**src/rtl/core/ptdp_pkg.sv**
```systemverilog
// ptdp_pkg: shared types and constants of the pose tolerance dedup pool
// no dependencies; imported by every module of the block

package ptdp_pkg;

  localparam int POS_W = 32;
  localparam int HDG_W = 16;
  localparam int PTOL_W = 31;
  localparam int ATOL_W = 15;
  localparam int CFG_W = 31;
  localparam int CFG_IDX_W = 1;
  localparam int OIDX_W = 6;
  localparam int OCNT_W = 7;

  localparam logic [CFG_IDX_W-1:0] CFG_POS_TOL = 1'b0;
  localparam logic [CFG_IDX_W-1:0] CFG_ANG_TOL = 1'b1;

  localparam logic [PTOL_W-1:0] POS_TOL_RST = 31'd65536;
  localparam logic [ATOL_W-1:0] ANG_TOL_RST = 15'd1430;

  typedef struct packed {
    logic [POS_W-1:0] pos_x;
    logic [POS_W-1:0] pos_y;
    logic [POS_W-1:0] pos_z;
    logic [HDG_W-1:0] heading;
  } pose_t;

  typedef struct packed {
    logic  start;
    pose_t pose;
  } cmd_t;

  typedef struct packed {
    logic full;
    logic empty;
  } q_stat_t;

  typedef enum logic [1:0] {
    ST_IDLE,
    ST_SCAN,
    ST_DONE
  } scan_state_t;

endpackage

```
**src/rtl/core/ptdp_queue.sv**
```systemverilog
// ptdp_queue: two-entry command queue between front and scan engine
// depends on ptdp_pkg

module ptdp_queue
  import ptdp_pkg::*;
(
  input  logic    clk,
  input  logic    rst_n,
  input  logic    push,
  input  cmd_t    push_data,
  input  logic    pop,
  output cmd_t    head,
  output q_stat_t stat
);

  cmd_t       ent_r [2];
  logic       wr_ptr_r, wr_ptr_nxt;
  logic       rd_ptr_r, rd_ptr_nxt;
  logic [1:0] cnt_r, cnt_nxt;

  assign stat.full  = (cnt_r == 2'd2);
  assign stat.empty = (cnt_r == 2'd0);
  assign head       = ent_r[rd_ptr_r];

  always_comb begin
    wr_ptr_nxt = push ? ~wr_ptr_r : wr_ptr_r;
    rd_ptr_nxt = pop ? ~rd_ptr_r : rd_ptr_r;
    cnt_nxt    = cnt_r;
    if (push && !pop) begin
      cnt_nxt = cnt_r + 2'd1;
    end else if (pop && !push) begin
      cnt_nxt = cnt_r - 2'd1;
    end
  end

  always_ff @(posedge clk) begin
    if (!rst_n) begin
      wr_ptr_r <= 1'b0;
      rd_ptr_r <= 1'b0;
      cnt_r    <= 2'd0;
    end else begin
      wr_ptr_r <= wr_ptr_nxt;
      rd_ptr_r <= rd_ptr_nxt;
      cnt_r    <= cnt_nxt;
    end
    if (push) begin
      ent_r[wr_ptr_r] <= push_data;
    end
  end

endmodule

```
**config.mk**
```make
export PLATFORM = sky130hd
export DESIGN_NAME = ptdp_queue
export DESIGN_NICKNAME = d
export VERILOG_FILES = /design/src/rtl/core/ptdp_pkg.sv /design/src/rtl/core/ptdp_queue.sv
export SDC_FILE = /design/constraint.sdc
export NUM_CORES = 1
export LEC_CHECK = 0
export BUFFER_PORTS_ARGS = -buffer_cell sky130_fd_sc_hd__buf_2
export CORE_MARGIN = 4
export CORE_UTILIZATION = 47
export CTS_CLUSTER_DIAMETER = 120
export CTS_CLUSTER_SIZE = 20
export DETAILED_ROUTE_END_ITERATION = 7
export MAX_ROUTING_LAYER = met4
export PLACE_DENSITY = 0.77
export REMOVE_ABC_BUFFERS = 1
export SLEW_MARGIN = 20
export SYNTH_ARGS = -nofsm -noshare
export SYNTH_HDL_FRONTEND = slang
export SYNTH_SLANG_ARGS = --single-unit
```
**constraint.sdc**
```tcl
create_clock -name clk -period 6.35 [get_ports clk]
set_input_delay 0.9525 -clock clk [delete_from_list [all_inputs] [get_ports clk]]
set_output_delay 0.9525 -clock clk [all_outputs]
set_load 0.02 [all_outputs]
```
Word-level counts from Yosys, hierarchy flattened
Memory sizes are Yosys's and may differ from the RTL's. A register that Yosys moved wholly into a read port is not among the register bits.
Cells that the tools add are included.
{ "op_classes": {"add_sub_neg": 2, "n_mul": 0, "div": 0, "magnitude_cmp": 0, "eq_ne": 1, "shifts": 0, "n_mux": 6, "bitwise_logic": 2, "reduce_logical": 6} }
{ "op_table": {"columns": ["operator", "n"], "rows": [
  ["$mux W1", 4],
  ["$mux W2", 2],
  ["$add A2 B1 Y2 const B", 1],
  ["$eq A2 B2 Y1 const B", 1],
  ["$logic_and A1 B1 Y1", 2],
  ["$logic_not A1 Y1", 2],
  ["$logic_not A2 Y1", 1],
  ["$not A1 Y1", 2],
  ["$reduce_bool A2 Y1", 1],
  ["$sub A2 B1 Y2 const B", 1]
]} }
{ "totals": {"register_bits": 4, "latch_bits": 0, "ram_bits": 226, "mem_bits_ro": 0, "out_inout_bits": 115, "memories": 1} }
{ "memory_table": {"columns": ["memory", "depth", "word_bits", "rd", "rd_clocked_by_memory_dff", "write_ports", "line_no", "text"], "rows": [
  ["ent_r", 2, 113, 1, 1, 1, "ptdp_queue.sv:16", "cmd_t ent_r [2];"]
]} }

Logic depth before layout (Yosys ltp)
{ "logic_depth": {"ltp_word": 4, "depth_mapped": 5, "ltp_nobuf": 5} }

Worst setup path before layout
OpenSTA, ideal clock, no wires.
{ "synth_timing": {"path_type": "input-to-reg", "from": "input port push", "to": "memory ent_r[0][0] (netlist bit), enable pin", "setup_ps": 600, "t_arrival_ps": 5891, "required_ps": 5750, "path_slack_ps": -141, "cell_stages": 1, "n_path_buf": 0, "cell_sequence": "nor2b_1"} }
{ "synth_via": {"elab_chain_cells": 2} }
{ "synth_rtl": {"columns": ["element", "line_no", "text"], "rows": [
  ["start, declared", "ptdp_queue.sv:9", "input logic push,"],
  ["$mux W1", "ptdp_queue.sv:46", "if (push) begin"],
  ["$mux W1 (implied by the code)", "ptdp_queue.sv:47", "ent_r[wr_ptr_r] <= push_data;"],
  ["end, declared", "ptdp_queue.sv:16", null]
]} }
Every way passes these cells.

==> metrics.md <==
| Metric | Value |
|---|---|
| Status | finished clean |
| Sequential-to-total area share from yosys stat | 79.5% |
| Port bufs | 231 |
| Largest family of logic cells by synthesized area | multiplexers |
| Cells after Synth | 374 |
| Startpoint Class | flip-flop |
| Slew headroom | 44.4% |
| Die area | 0.0207 mm² |
| Vias in the first global route | 4419 |
| Tightest Hold Check Type | flip-flop to flip-flop |
| Nature of the critical path endpoint | output pin |
| TritonRoute pass-1 iters | 4 |
| Ys Warns | 0 |
| Area Overhead vs Synth | 20.9% |
| Syn Std Cell Area | 0.00866 mm² |
| CTS tree | built |
| Fmax | 332 MHz |
| Final hold vios | 0 |
| CTS Root Cell | clkbuf_16 |
| Post-CTS setup buffers | 0 |
| Leakage | 0.00405 µW |
| Least-Margin Pin Slew | 0.834 ns |
| Hold depth | 2 |
| Placer Congestion | 0.744 |
| Arrival time worst endpoint | 2.06 ns |
| Vias/cell | 5.01 |
| Mux share of post-synthesis cell area | 17.7% |
| Mean Syn Cell Area | 23.2 µm² |
| Cell area after layout | 0.0105 mm² |
| Worst Setup Path Type | flip-flop to output pin |
| Initial antenna violation count | 2 |
| Post-Synth Simple-Gate Area | 0.621% |
| Drt drc | 0 |
| Fin crit share | 47.5% |
| Post-DR wirelength/cell | 18.1 µm |
| Setup violators final | 0 |
| Drt total wl | 15400 µm |
| Max-cap violation count | 0 |
| I/O Pins | 232 |
| Largest buffer count on any clock path | 3 |
| Via count | 4257 |
| Final ANT Viol Nets | 0 |
| Gr ovfl total | 0 |
| Worst Path Required | 5.40 ns |
| Initial DRC Count | 232 |
| Largest net degree at the start of global routing | 65 |
| Seq cells post-synth | 231 |
| Post-cts sizing count | 0 |
| Core area | 0.0180 mm² |
| Synth Area in Compound Gates | 0.231% |
| Depth of the worst register-to-register path | 2 |
| Worst-Skew Late Latency | 0.45 ns |
| Setup TNS | 0 ns |
| Min Hold Slack | 0.544 ns |
| Post-cts hold buffer count | 0 |
| VDD IR-drop max | 0.000238 V |
| Total track usage | 14.7% |
| Die W | 144 µm |
| Row count | 49 |
| Placed cell area | 0.0100 mm² |
| Pins Over Slew Limit | 0 |
| P per Cell Area | 295 mW/mm² |
| Largest cells by area after synthesis | edfxtp_1 78%, mux2_4 12%, mux2_2 5.6% |
| Die height | 144 µm |
| Peak fanout along the critical path | 41 |
| Post-Synth Adder-Cell Area | 0.144% |
| CTS Buf Count | 15 |
| R2R setup slack | 4.14 ns |
| Initial core utilization | 48.1% |
| Detail Placement HPWL | 10700 µm |
| Top-area cell type share of the netlist area | 78.3% |
| Clock-pin transition on the worst setup and hold timing paths | 0.08 ns |
| RSZ-0062 raised after global routing | false |
| Xor/xnor cell area share of the yosys netlist | 0.303% |
| Number of fill cells in the layout | 1366 |
| Min Tclk post-route | 3.01 ns |
| Num Clock Sinks | 231 |
| Number of distinct library cells after synthesis | 18 |
| First-pass GRT wire length | 23000 µm |
| Fin nets | 733 |
| H-tree levels | 1 |
| Area leader, netlist | edfxtp_1 |
| Clk_skew | 0.00523 ns |
| Share of cells above drive strength 1 | 59.6% |
-- sequential cells by signal, summed over array words and instances, names as in the netlist, named ones only --
register	cells
cnt_r	2
rd_ptr_r	1
ent_r	226
wr_ptr_r	1
-- cell families (layout without fill, tap and decap cells) --
family,count (synthesis),in the layout
other,0,2
flip-flops,231,231
AND/OR/NAND/NOR,9,9
XOR/XNOR,3,3
multiplexers,113,113
AO/OA/AOI/OAI,3,3
adder cells (fa/ha/maj),1,1
buffers and inverters,14,259
-- through the flow --
step	utilization, %	instances	total power, µW	setup WS [ns]
finish	58.1	850	3090	3.34
CTS	57.9	847	3140	3.09
global route	58.1	850	3230	3.24
detailed placement	55.7	826	2250	3.41
floorplan	-	361	2120	-0.141
global placement	55.7	826	2240	3.47
-- synthesized netlist by cell type --
cell type	count
ha_1	1
dfxtp_1	5
buf_2	4
buf_8	1
o21ai_0	1
buf_6	8
a21boi_1	1
o21a_1	1
xor2_1	2
or3_1	1
mux2_2	43
edfxtp_1	226
xnor2_1	1
mux2_4	70
inv_1	1
and2_1	4
nor2_1	1
nor2b_1	3
-- worst max-delay path: stages, from the launching register on --
cell	delay, ns
dfxtp_4	0.34
buf_4	0.36
buf_16	0.32
mux2_2	0.38
buf_2	0.16
-- path summary, 6_finish.rpt --
| check | to | from |
|---|---|---|
| setup / recovery | head[2] | flip-flop |
| hold / removal | cnt_r[1] | cnt_r[1] |
| hold reg to reg | cnt_r[1] | cnt_r[1] |
| setup reg to reg | ent_r[1][15] | wr_ptr_r |
-- cells in the final DEF (no fill, tap or decap) --
cell	synthesis	routed
a21boi_1	1	1
and2_1	4	3
and2_4	0	1
buf_16	0	1
buf_2	4	231
buf_4	0	5
clkbuf_1	0	5
clkbuf_16	0	15
dfxtp_1	5	4
dfxtp_4	0	1
diode_2	0	2
edfxtp_1	226	226
ha_1	1	1
inv_1	1	1
inv_8	0	1
mux2_2	43	43
mux2_4	70	70
nor2_1	1	1
nor2b_1	3	2
nor2b_4	0	1
o21a_1	1	1
o21ai_0	1	1
or3_1	1	1
xnor2_1	1	1
xor2_1	2	2
-- metal layers --
| layer | up-vias | GRT usage [%] | part of all wire (%) |
|---|---|---|---|
| met4 | 0 | 4.56 | 2.5 |
| met5 | - | - | 0 |
| met1 | 2093 | 18.0 | 38 |
| li1 | 1960 | - | - |
| met2 | 171 | 23.9 | 51 |
| met3 | 33 | 3.86 | 8.6 |
-- power by group --
group / internal [µW] / switching, µW
Combinational: 189 / 242
Sequential: 1760 / 20.1
Clock: 438 / 443
-- area by class of cell --
type	instances	area (µm²)	area share (%)
inverters	1	3.75	0.0359
diodes	2	5.00	0.0478
flip-flops and latches	231	6890	65.8
repair buffers	237	1220	11.7
well taps	229	287	2.74
multi-input cells	129	1660	15.8
clock inverters	1	11.3	0.108
clock buffers	20	394	3.76
No activity file was read; power rests on OpenSTA's default activity.
