File: src/rtl/core/ptdp_pkg.sv
// ptdp_pkg: shared types and constants of the pose tolerance dedup pool
// no dependencies; imported by every module of the block

package ptdp_pkg;

  localparam int POS_W = 32;
  localparam int HDG_W = 16;
  localparam int PTOL_W = 31;
  localparam int ATOL_W = 15;
  localparam int CFG_W = 31;
  localparam int CFG_IDX_W = 1;
  localparam int OIDX_W = 6;
  localparam int OCNT_W = 7;

  localparam logic [CFG_IDX_W-1:0] CFG_POS_TOL = 1'b0;
  localparam logic [CFG_IDX_W-1:0] CFG_ANG_TOL = 1'b1;

  localparam logic [PTOL_W-1:0] POS_TOL_RST = 31'd65536;
  localparam logic [ATOL_W-1:0] ANG_TOL_RST = 15'd1430;

  typedef struct packed {
    logic [POS_W-1:0] pos_x;
    logic [POS_W-1:0] pos_y;
    logic [POS_W-1:0] pos_z;
    logic [HDG_W-1:0] heading;
  } pose_t;

  typedef struct packed {
    logic  start;
    pose_t pose;
  } cmd_t;

  typedef struct packed {
    logic full;
    logic empty;
  } q_stat_t;

  typedef enum logic [1:0] {
    ST_IDLE,
    ST_SCAN,
    ST_DONE
  } scan_state_t;

endpackage

File: src/rtl/core/ptdp_front.sv
// ptdp_front: input register that takes pose transfers and forms commands
// depends on ptdp_pkg; feeds ptdp_queue

module ptdp_front
  import ptdp_pkg::*;
(
  input  logic             clk,
  input  logic             rst_n,
  input  logic             in_valid,
  output logic             in_stall,
  input  logic             in_start_of_set,
  input  logic [POS_W-1:0] in_pos_x,
  input  logic [POS_W-1:0] in_pos_y,
  input  logic [POS_W-1:0] in_pos_z,
  input  logic [HDG_W-1:0] in_heading,
  input  q_stat_t          q_stat,
  output logic             q_push,
  output cmd_t             q_push_data
);

  logic hold_vld_r, hold_vld_nxt;
  cmd_t hold_r, hold_nxt;
  logic accept;

  assign q_push      = hold_vld_r && !q_stat.full;
  assign in_stall    = hold_vld_r && q_stat.full;
  assign accept      = in_valid && !in_stall;
  assign q_push_data = hold_r;

  always_comb begin
    hold_vld_nxt = hold_vld_r;
    hold_nxt     = hold_r;
    if (accept) begin
      hold_vld_nxt         = 1'b1;
      hold_nxt.start       = in_start_of_set;
      hold_nxt.pose.pos_x  = in_pos_x;
      hold_nxt.pose.pos_y  = in_pos_y;
      hold_nxt.pose.pos_z  = in_pos_z;
      hold_nxt.pose.heading = in_heading;
    end else if (q_push) begin
      hold_vld_nxt = 1'b0;
    end
  end

  always_ff @(posedge clk) begin
    if (!rst_n) begin
      hold_vld_r <= 1'b0;
    end else begin
      hold_vld_r <= hold_vld_nxt;
    end
    hold_r <= hold_nxt;
  end

endmodule

File: config.mk
export PLATFORM = sky130hd
export DESIGN_NAME = ptdp_front
export DESIGN_NICKNAME = d
export VERILOG_FILES = /design/src/rtl/core/ptdp_pkg.sv /design/src/rtl/core/ptdp_front.sv
export SDC_FILE = /design/constraint.sdc
export NUM_CORES = 1
export LEC_CHECK = 0
export BUFFER_PORTS_ARGS = -buffer_cell sky130_fd_sc_hd__buf_2
export CAP_MARGIN = 20
export CORE_MARGIN = 10
export CORE_UTILIZATION = 37
export DETAILED_ROUTE_END_ITERATION = 16
export PLACE_DENSITY = 0.75
export REMOVE_ABC_BUFFERS = 1
export SLEW_MARGIN = 30
export SYNTH_ARGS = -nofsm -noshare
export SYNTH_HDL_FRONTEND = slang
export SYNTH_SLANG_ARGS = --single-unit
File: constraint.sdc
create_clock -name clk -period 6.3 [get_ports clk]
set_input_delay 0.63 -clock clk [delete_from_list [all_inputs] [get_ports clk]]
set_output_delay 0.63 -clock clk [all_outputs]
set_load 0.01 [all_outputs]
* Word-level counts from Yosys, hierarchy flattened
Cells that the tools add are included.
** Operators by class
- Divide/modulo/power cells :: 0
- Shift-type cells :: 0
- Reductions and logical operators :: 6
- Muxes and demuxes :: 2
- Magnitude comparators :: 0
- Bitwise logic cells :: 0
- Equal/unequal tests :: 0
- Add/subtract/negate cells :: 0
- Multiply operators :: 0
** Operators by type and width (number)
- $logic_and A1 B1 Y1 :: 3
- $logic_not A1 Y1 :: 2
- $mux W1 :: 2
- $reduce_bool A2 Y1 :: 1
** Storage, ports and cells
- Memory bits (read-only) :: 0
- Input bits :: 118
- Output and inout bits :: 115
- Latch bits :: 0
- Memory bits (writable) :: 0
- Memories kept :: 0
- Register bits after elaboration :: 114

* Depth between registers and ports, before layout
Gate-level depths: netlist of run 1.
- Word-level depth :: 4
- Gate-level depth with buffers :: 2
- Depth with buffers taken out :: 2

* Worst setup path after synthesis of run 1
OpenSTA, ideal clock, no wires.
- Path type :: input to register
- From :: in q_stat[1] in the netlist's numbering
- To :: reg hold_r (netlist bit q_push_data[0]), enable pin
- Stages on the path :: 2
- Setup time :: 0.599 ns
- Arrival time :: 5.792 ns
- Slack :: -0.091 ns
- Required time :: 5.701 ns
- Cells stage by stage :: and2_4 > nor2b_1
** Between the ends
- Longest elaborated chain between the ends :: 3
** Ends and longest elaborated chain
- start, declared :: line ptdp_front.sv:16 : input q_stat_t q_stat,
- $logic_and A1 B1 Y1 :: line ptdp_front.sv:26 : assign in_stall = hold_vld_r && q_stat.full;
- $logic_not A1 Y1 :: line ptdp_front.sv:27 : assign accept = in_valid && !in_stall;
- $logic_and A1 B1 Y1 :: line ptdp_front.sv:27
- via accept :: line ptdp_front.sv:23 : logic accept;
- end signal, assigned :: line ptdp_front.sv:51 : hold_r <= hold_nxt;
- end, declared :: line ptdp_front.sv:22 : cmd_t hold_r, hold_nxt;
The timed path passes the listed nets, and every way through them passes these cells.
A chain may end at the register's enable or synchronous reset.

* Worst setup path in the final report of run 1
- From :: reg hold_vld_r
- To :: reg hold_r (netlist bit q_push_data[23]), enable pin
** Between the ends
- Longest elaborated chain between the ends :: 3
** Ends and longest elaborated chain
- start, declared :: line ptdp_front.sv:21 : logic hold_vld_r, hold_vld_nxt;
- start signal, assigned :: line ptdp_front.sv:49 : hold_vld_r <= hold_vld_nxt;
- $logic_and A1 B1 Y1 :: line ptdp_front.sv:26
- $logic_not A1 Y1 :: line ptdp_front.sv:27
- $logic_and A1 B1 Y1 :: line ptdp_front.sv:27
- via accept :: line ptdp_front.sv:23
The timed path passes the listed nets, and every way through them passes these cells.

==> impl_results.md, run 1 <==
- Final ANT Viol Nets: 0
- Core ar.: 9150 µm²
- Initial antenna violation count: 0
- Critical Path Sink Type: register
- Placed Cells: 461
- Crit Path Class: reg2reg
- Nets: 488
- Die area: 13600 µm²
- Syn Inst Count: 118
- WP depth: 4
- R2R depth: 4
- Global Route Usage Sum: 0.130
- Clock power share: 0.499
- Residual DRC count: 0
- Pleak: 2.36 nW
- CP arrival: 2.01 ns
- Die height: 116 µm
- Combinational share of power: 0.062
- Critical Path Start Type: register
- Max-cap violations: 0
- Quantity of hold-fixing buffers added after cts: 0
- Area of the multi-input gates: 37.5 µm²
- Total Power: 2.04 mW
- #FFs+latches synth: 114
- Drt pass-1 iters: 4
- Die X: 116 µm
- Critical path buffer and inverter count: 2
- Reg power frac: 0.439
- Syn_area_per_cell: 29.2 µm²
- Total gr overflow: 0
- Root buffer cell: clkbuf_8
- First-pass GRT wire length: 12.7 mm
- Sw power: 414 µW
- Post-synthesis cell area: 3440 µm²
- FF-to-FF Start: hold_vld_r
- Post-synth cell types: 6
- Sink Count: 114
- Placed Area: 4770 µm²
- CTS Buffer Depth: 2
- Fillers: 698
- # resized after CTS: 0
- Switching Share: 0.202
- # IOs: 233
- Final Util: 0.594
- CP startpoint: hold_vld_r
- Vias in the first global route: 2337
- Slowest stage cell, crit path: nor2b_4
- R2R Path End: q_push_data[23]
- CTS tree: built
- Final non-filler cell total: 494
- Worst skew pair latency: 0.50 ns
- Unrepaired setup endpoints after global routing: no
- Setup TNS: 0 ns
- Layout cell share with drive strength beyond 1: 0.696
- Pwr dens: 376 nW/µm²
- Largest net degree at the start of global routing: 79
- Rel. slew slack: 0.693
- Period utilisation layout: 0.296
- Critical path's top delay family: buffers and inverters
- Vias: 2097
- Final Skew: 0.00486 ns
- Area growth from synthesis to final layout: 57.9%
- Placer Congestion: 0.701
- Critical Path End: q_push_data[23]
- Via-per-instance ratio: 4.24
- Pins Over Slew Limit: 0
- Setup-failing EPs final: 0
- Worst stage delay on the critical path: 0.39 ns
- Final-report hold violation count: 0
- IO Port Bufs: 231
- Status: finished, final reports clean
- Commonest non-fill, non-tap cell in the layout: buf_2
- Worst-margin pin slew: 0.460 ns
- Seq. cell area: 3410 µm²
- Sequential-to-total area share from yosys stat: 0.991
- CP cell instances: and2_4 > nor2b_4 > buf_16 > buf_12
- Violation count after the first detailed-route iteration: 109
- Starting Density: 0.376
- CP Data Required Time: 6.45 ns
- Final Instance Area: 5440 µm²
- Final setup margin: 4.44 ns
- Crit path time final: 1.86 ns
- Cts bufs inserted: 17
- Clock transition at path regs: 0.06 ns
- Internal: 1.63 mW
- CP Max Fanout: 78
- Highest clock rate: 536 MHz
- Most frequent cells in the layout: buf_2, edfxtp_1, clkbuf_16, bufinv_16, clkinv_4
- Drt wl/cell: 18.7 µm
- Setup Buffers After CTS: 0
- Pre-CTS setup slack: 3.75 ns
- Final WL: 9.25 mm
- H-tree levels: 4
- Worst-case vdd ir drop: 0.228 mV
- Flop2flop setup slack: 4.44 ns
- Hold Slack: 0.304 ns
- Worst min path class: in2reg
- Total of warnings raised by yosys: 0
- Std-Cell Rows: 35
==> power by group through the flow <==
stage	Combinational (mW)	Clock (mW)	Sequential [mW]
final	0.127	1.02	0.897
after global routing	0.138	1.08	0.901
after CTS	0.128	1.04	0.898
after detailed placement	0.128	0	0.913
after global placement	0.125	0	0.911
after floorplan	0.0145	0	0.946
==> synthesized netlist by cell type (all sizes together) <==
cell | instances | area (µm²)
and2b | 1 | 7.51
nor2b | 1 | 6.26
edfxtp | 113 | 3390
o21a | 1 | 7.51
and2 | 1 | 8.76
dfxtp | 1 | 20.0
==> per-layer routing <==
metal	vias up	track usage	share of wire
li1	988	-	-
met5	-	0	0
met4	0	0.0542	0.014
met3	10	0.0981	0.15
met2	136	0.213	0.50
met1	963	0.120	0.34
==> worst register-to-register path: stages (launching register included) <==
cell     delay, ns
dfxtp_1       0.31
and2_4        0.15
nor2b_4       0.39
buf_16        0.23
buf_12        0.35
==> final cells by class <==
type | count | share of cell area
clock inverters | 14 | 0.0419
well taps | 111 | 0.0255
flip-flops and latches | 114 | 0.628
multi-input cells | 4 | 0.00690
clock buffers | 17 | 0.0762
repair buffers | 233 | 0.221
diodes | 1 | 0.000460
==> state kept, by name, indices dropped and copies added, names as in the netlist <==
signal	cells
q_push_data	113
hold_vld_r	1
==> worst min path at each step <==
stage / start / to / cells after the start
final: in_pos_y[4] / q_push_data[52] / 1
after global routing: in_heading[13] / q_push_data[13] / 1
after CTS: in_pos_x[29] / q_push_data[109] / 1
after detailed placement: hold_vld_r / hold_vld_r / 2
after global placement: hold_vld_r / hold_vld_r / 2
after floorplan: hold_vld_r / hold_vld_r / 2
==> cells by family after synthesis <==
logic type	share of synthesized area
AND/OR/NAND/NOR	0.00654
AO/OA/AOI/OAI	0.00218
flip-flops	0.991
(Power assumes the default switching activity.)
==> inputs of run 2 (changes only) <==
--- a/config.mk
+++ b/config.mk
@@ -5,12 +5,13 @@
 export SDC_FILE = /design/constraint.sdc
 export NUM_CORES = 1
 export LEC_CHECK = 0
+export ABC_AREA = 1
 export BUFFER_PORTS_ARGS = -buffer_cell sky130_fd_sc_hd__buf_2
 export CAP_MARGIN = 20
 export CORE_MARGIN = 10
-export CORE_UTILIZATION = 37
+export CORE_UTILIZATION = 41
 export DETAILED_ROUTE_END_ITERATION = 16
-export PLACE_DENSITY = 0.75
+export PLACE_DENSITY = 0.79
 export REMOVE_ABC_BUFFERS = 1
 export SLEW_MARGIN = 30
 export SYNTH_ARGS = -nofsm -noshare
==> constraint.sdc (replaced) <==
create_clock -name clk -period 1.9 [get_ports clk]
set_input_delay 0.19 -clock clk [delete_from_list [all_inputs] [get_ports clk]]
set_output_delay 0.19 -clock clk [all_outputs]
set_load 0.01 [all_outputs]
==> run 2 against run 1 <==
Net effect:
- the flow now stops in clock tree synthesis (4_1_cts)
- synthesized area rose by 0.22%
- synthesized cell count increased by 3.4%
==> impl_results.md, run 2 <==
- Std-Cell Rows: 33
- Top-count cell post-synth: edfxtp_1
- Leading area contributor after synthesis: edfxtp_1
- Placed Area: 4790 µm²
- Dpl hpwl: 7.63 mm
- Top cells by count, synth: edfxtp_1, inv_1, nor2_1
- Log Error: [ERROR RSZ-0060] Max buffer count reached.
- Root buffer cell: clkbuf_8
- Syn Inst Count: 122
- Synth top area cells: edfxtp_1, dfxtp_1, inv_1, a21oi_2, nor2_1
- Sink Count: 114
- Pre-CTS setup slack: 0.607 ns
- # resized after CTS: 0
- Die height: 112 µm
- Yosys top cell area share: 0.983
- H-tree levels: 4
- Post-synth cell types: 7
- Post-synthesis cell area: 3450 µm²
- # IOs: 233
- Die X: 112 µm
- IO Port Bufs: 231
- Number of flops mapped to enable cells by yosys: 113
- Total of warnings raised by yosys: 0
- Status: did not finish
- Cts bufs inserted: 17
- CTS Buffer Depth: 2
- Quantity of hold-fixing buffers added after cts: 101
- Setup Buffers After CTS: 0
- Placer Congestion: 0.710
- Syn_area_per_cell: 28.3 µm²
- Failing step: clock tree synthesis (4_1_cts)
- Dominant synthesized flop cell: edfxtp_1
- Starting Density: 0.420
- Sequential-to-total area share from yosys stat: 0.989
- FFs w/ async S/R, synth: 0
- #FFs+latches synth: 114
-- run 2: changes by cell type after synthesis --
cell     delta
nor2_1      +2
a21oi_2     +1
inv_1       +3
inv_2       +1
nor2b_1     -1
and2_4      -1
o21a_1      -1
nand2_2     +1
and2b_1     -1
-- run 2: logic make-up after synthesis --
group                  count (synthesis)  share of synthesized area
AOI/OAI and AO/OA                      1                    0.00254
buffers and inverters                  4                    0.00435
and+or+nand+nor                        3                    0.00399
DFF                                  114                      0.989
-- run 2: stage by stage --
stage	instances	hold WS (ns)	setup TNS, ns	utilization
after floorplan	122	0.289	-435.23	-
after global placement	460	0.367	0	0.582
after detailed placement	460	0.368	0	0.582
==> inputs of run 3 (changes only) <==
--- a/config.mk
+++ b/config.mk
@@ -9,9 +9,9 @@
 export BUFFER_PORTS_ARGS = -buffer_cell sky130_fd_sc_hd__buf_2
 export CAP_MARGIN = 20
 export CORE_MARGIN = 10
-export CORE_UTILIZATION = 41
+export CORE_UTILIZATION = 35
 export DETAILED_ROUTE_END_ITERATION = 16
-export PLACE_DENSITY = 0.79
+export PLACE_DENSITY_LB_ADDON = 0.15
 export REMOVE_ABC_BUFFERS = 1
 export SLEW_MARGIN = 30
 export SYNTH_ARGS = -nofsm -noshare
==> run 3 against run 2 <==
Net effect:
- the run again fails in clock tree synthesis (4_1_cts)
- synthesized cell count unchanged
- synthesized area unchanged
==> impl_results.md, run 3 <==
- Status: did not finish
- Failing step: clock tree synthesis (4_1_cts)
- Log Error: [ERROR RSZ-0060] Max buffer count reached.
- Placed Area: 4820 µm²
- Cts bufs inserted: 17
- Root buffer cell: clkbuf_8
- Synth Area in XOR/XNOR: 0
- Yosys top cell area share: 0.983
- Starting Density: 0.356
- Quantity of hold-fixing buffers added after cts: 104
- # resized after CTS: 0
- Placed Cells: 488
- Synth Area in Adders: 0
- Post-synthesis cell area: 3450 µm²
- FFs w/ async S/R, synth: 0
- H-tree levels: 4
- Placer Congestion: 0.774
- Syn Inst Count: 122
- CTS Buffer Depth: 2
- Sink Count: 114
- Synth top area cells: edfxtp_1, dfxtp_1, inv_1, a21oi_2, nor2_1
- Sequential-to-total area share from yosys stat: 0.989
- Post-synth cell types: 7
- Leading area contributor after synthesis: edfxtp_1
- Die height: 119 µm
- Std-Cell Rows: 36
- IO Port Bufs: 231
- Synth Area in Compound Gates: 0.00254
- Fraction of synthesized area in multiplexers: 0
- Top cells by count, synth: edfxtp_1, inv_1, nor2_1
- Pre-CTS setup slack: 0.666 ns
- Number of flops mapped to enable cells by yosys: 113
- Dpl hpwl: 7.46 mm
- Top-count cell post-synth: edfxtp_1
- #FFs+latches synth: 114
- Synth Area in Simple Gates: 0.00399
- Setup Buffers After CTS: 0
- Die X: 119 µm
- Largest family of logic cells by synthesized area: buffers and inverters
- Dominant synthesized flop cell: edfxtp_1
- # IOs: 233
- Total of warnings raised by yosys: 0
- Syn_area_per_cell: 28.3 µm²
-- run 3: cells by family after synthesis --
kind of cell    count (synthesis)
flops                         114
buf+inv                         4
simple gates                    3
compound gates                  1
-- run 3: stage by stage --
step | util | TNS (ns)
3_5_place_dp | 0.498 | 0
3_3_place_gp | 0.498 | 0
2_1_floorplan | - | -435.23
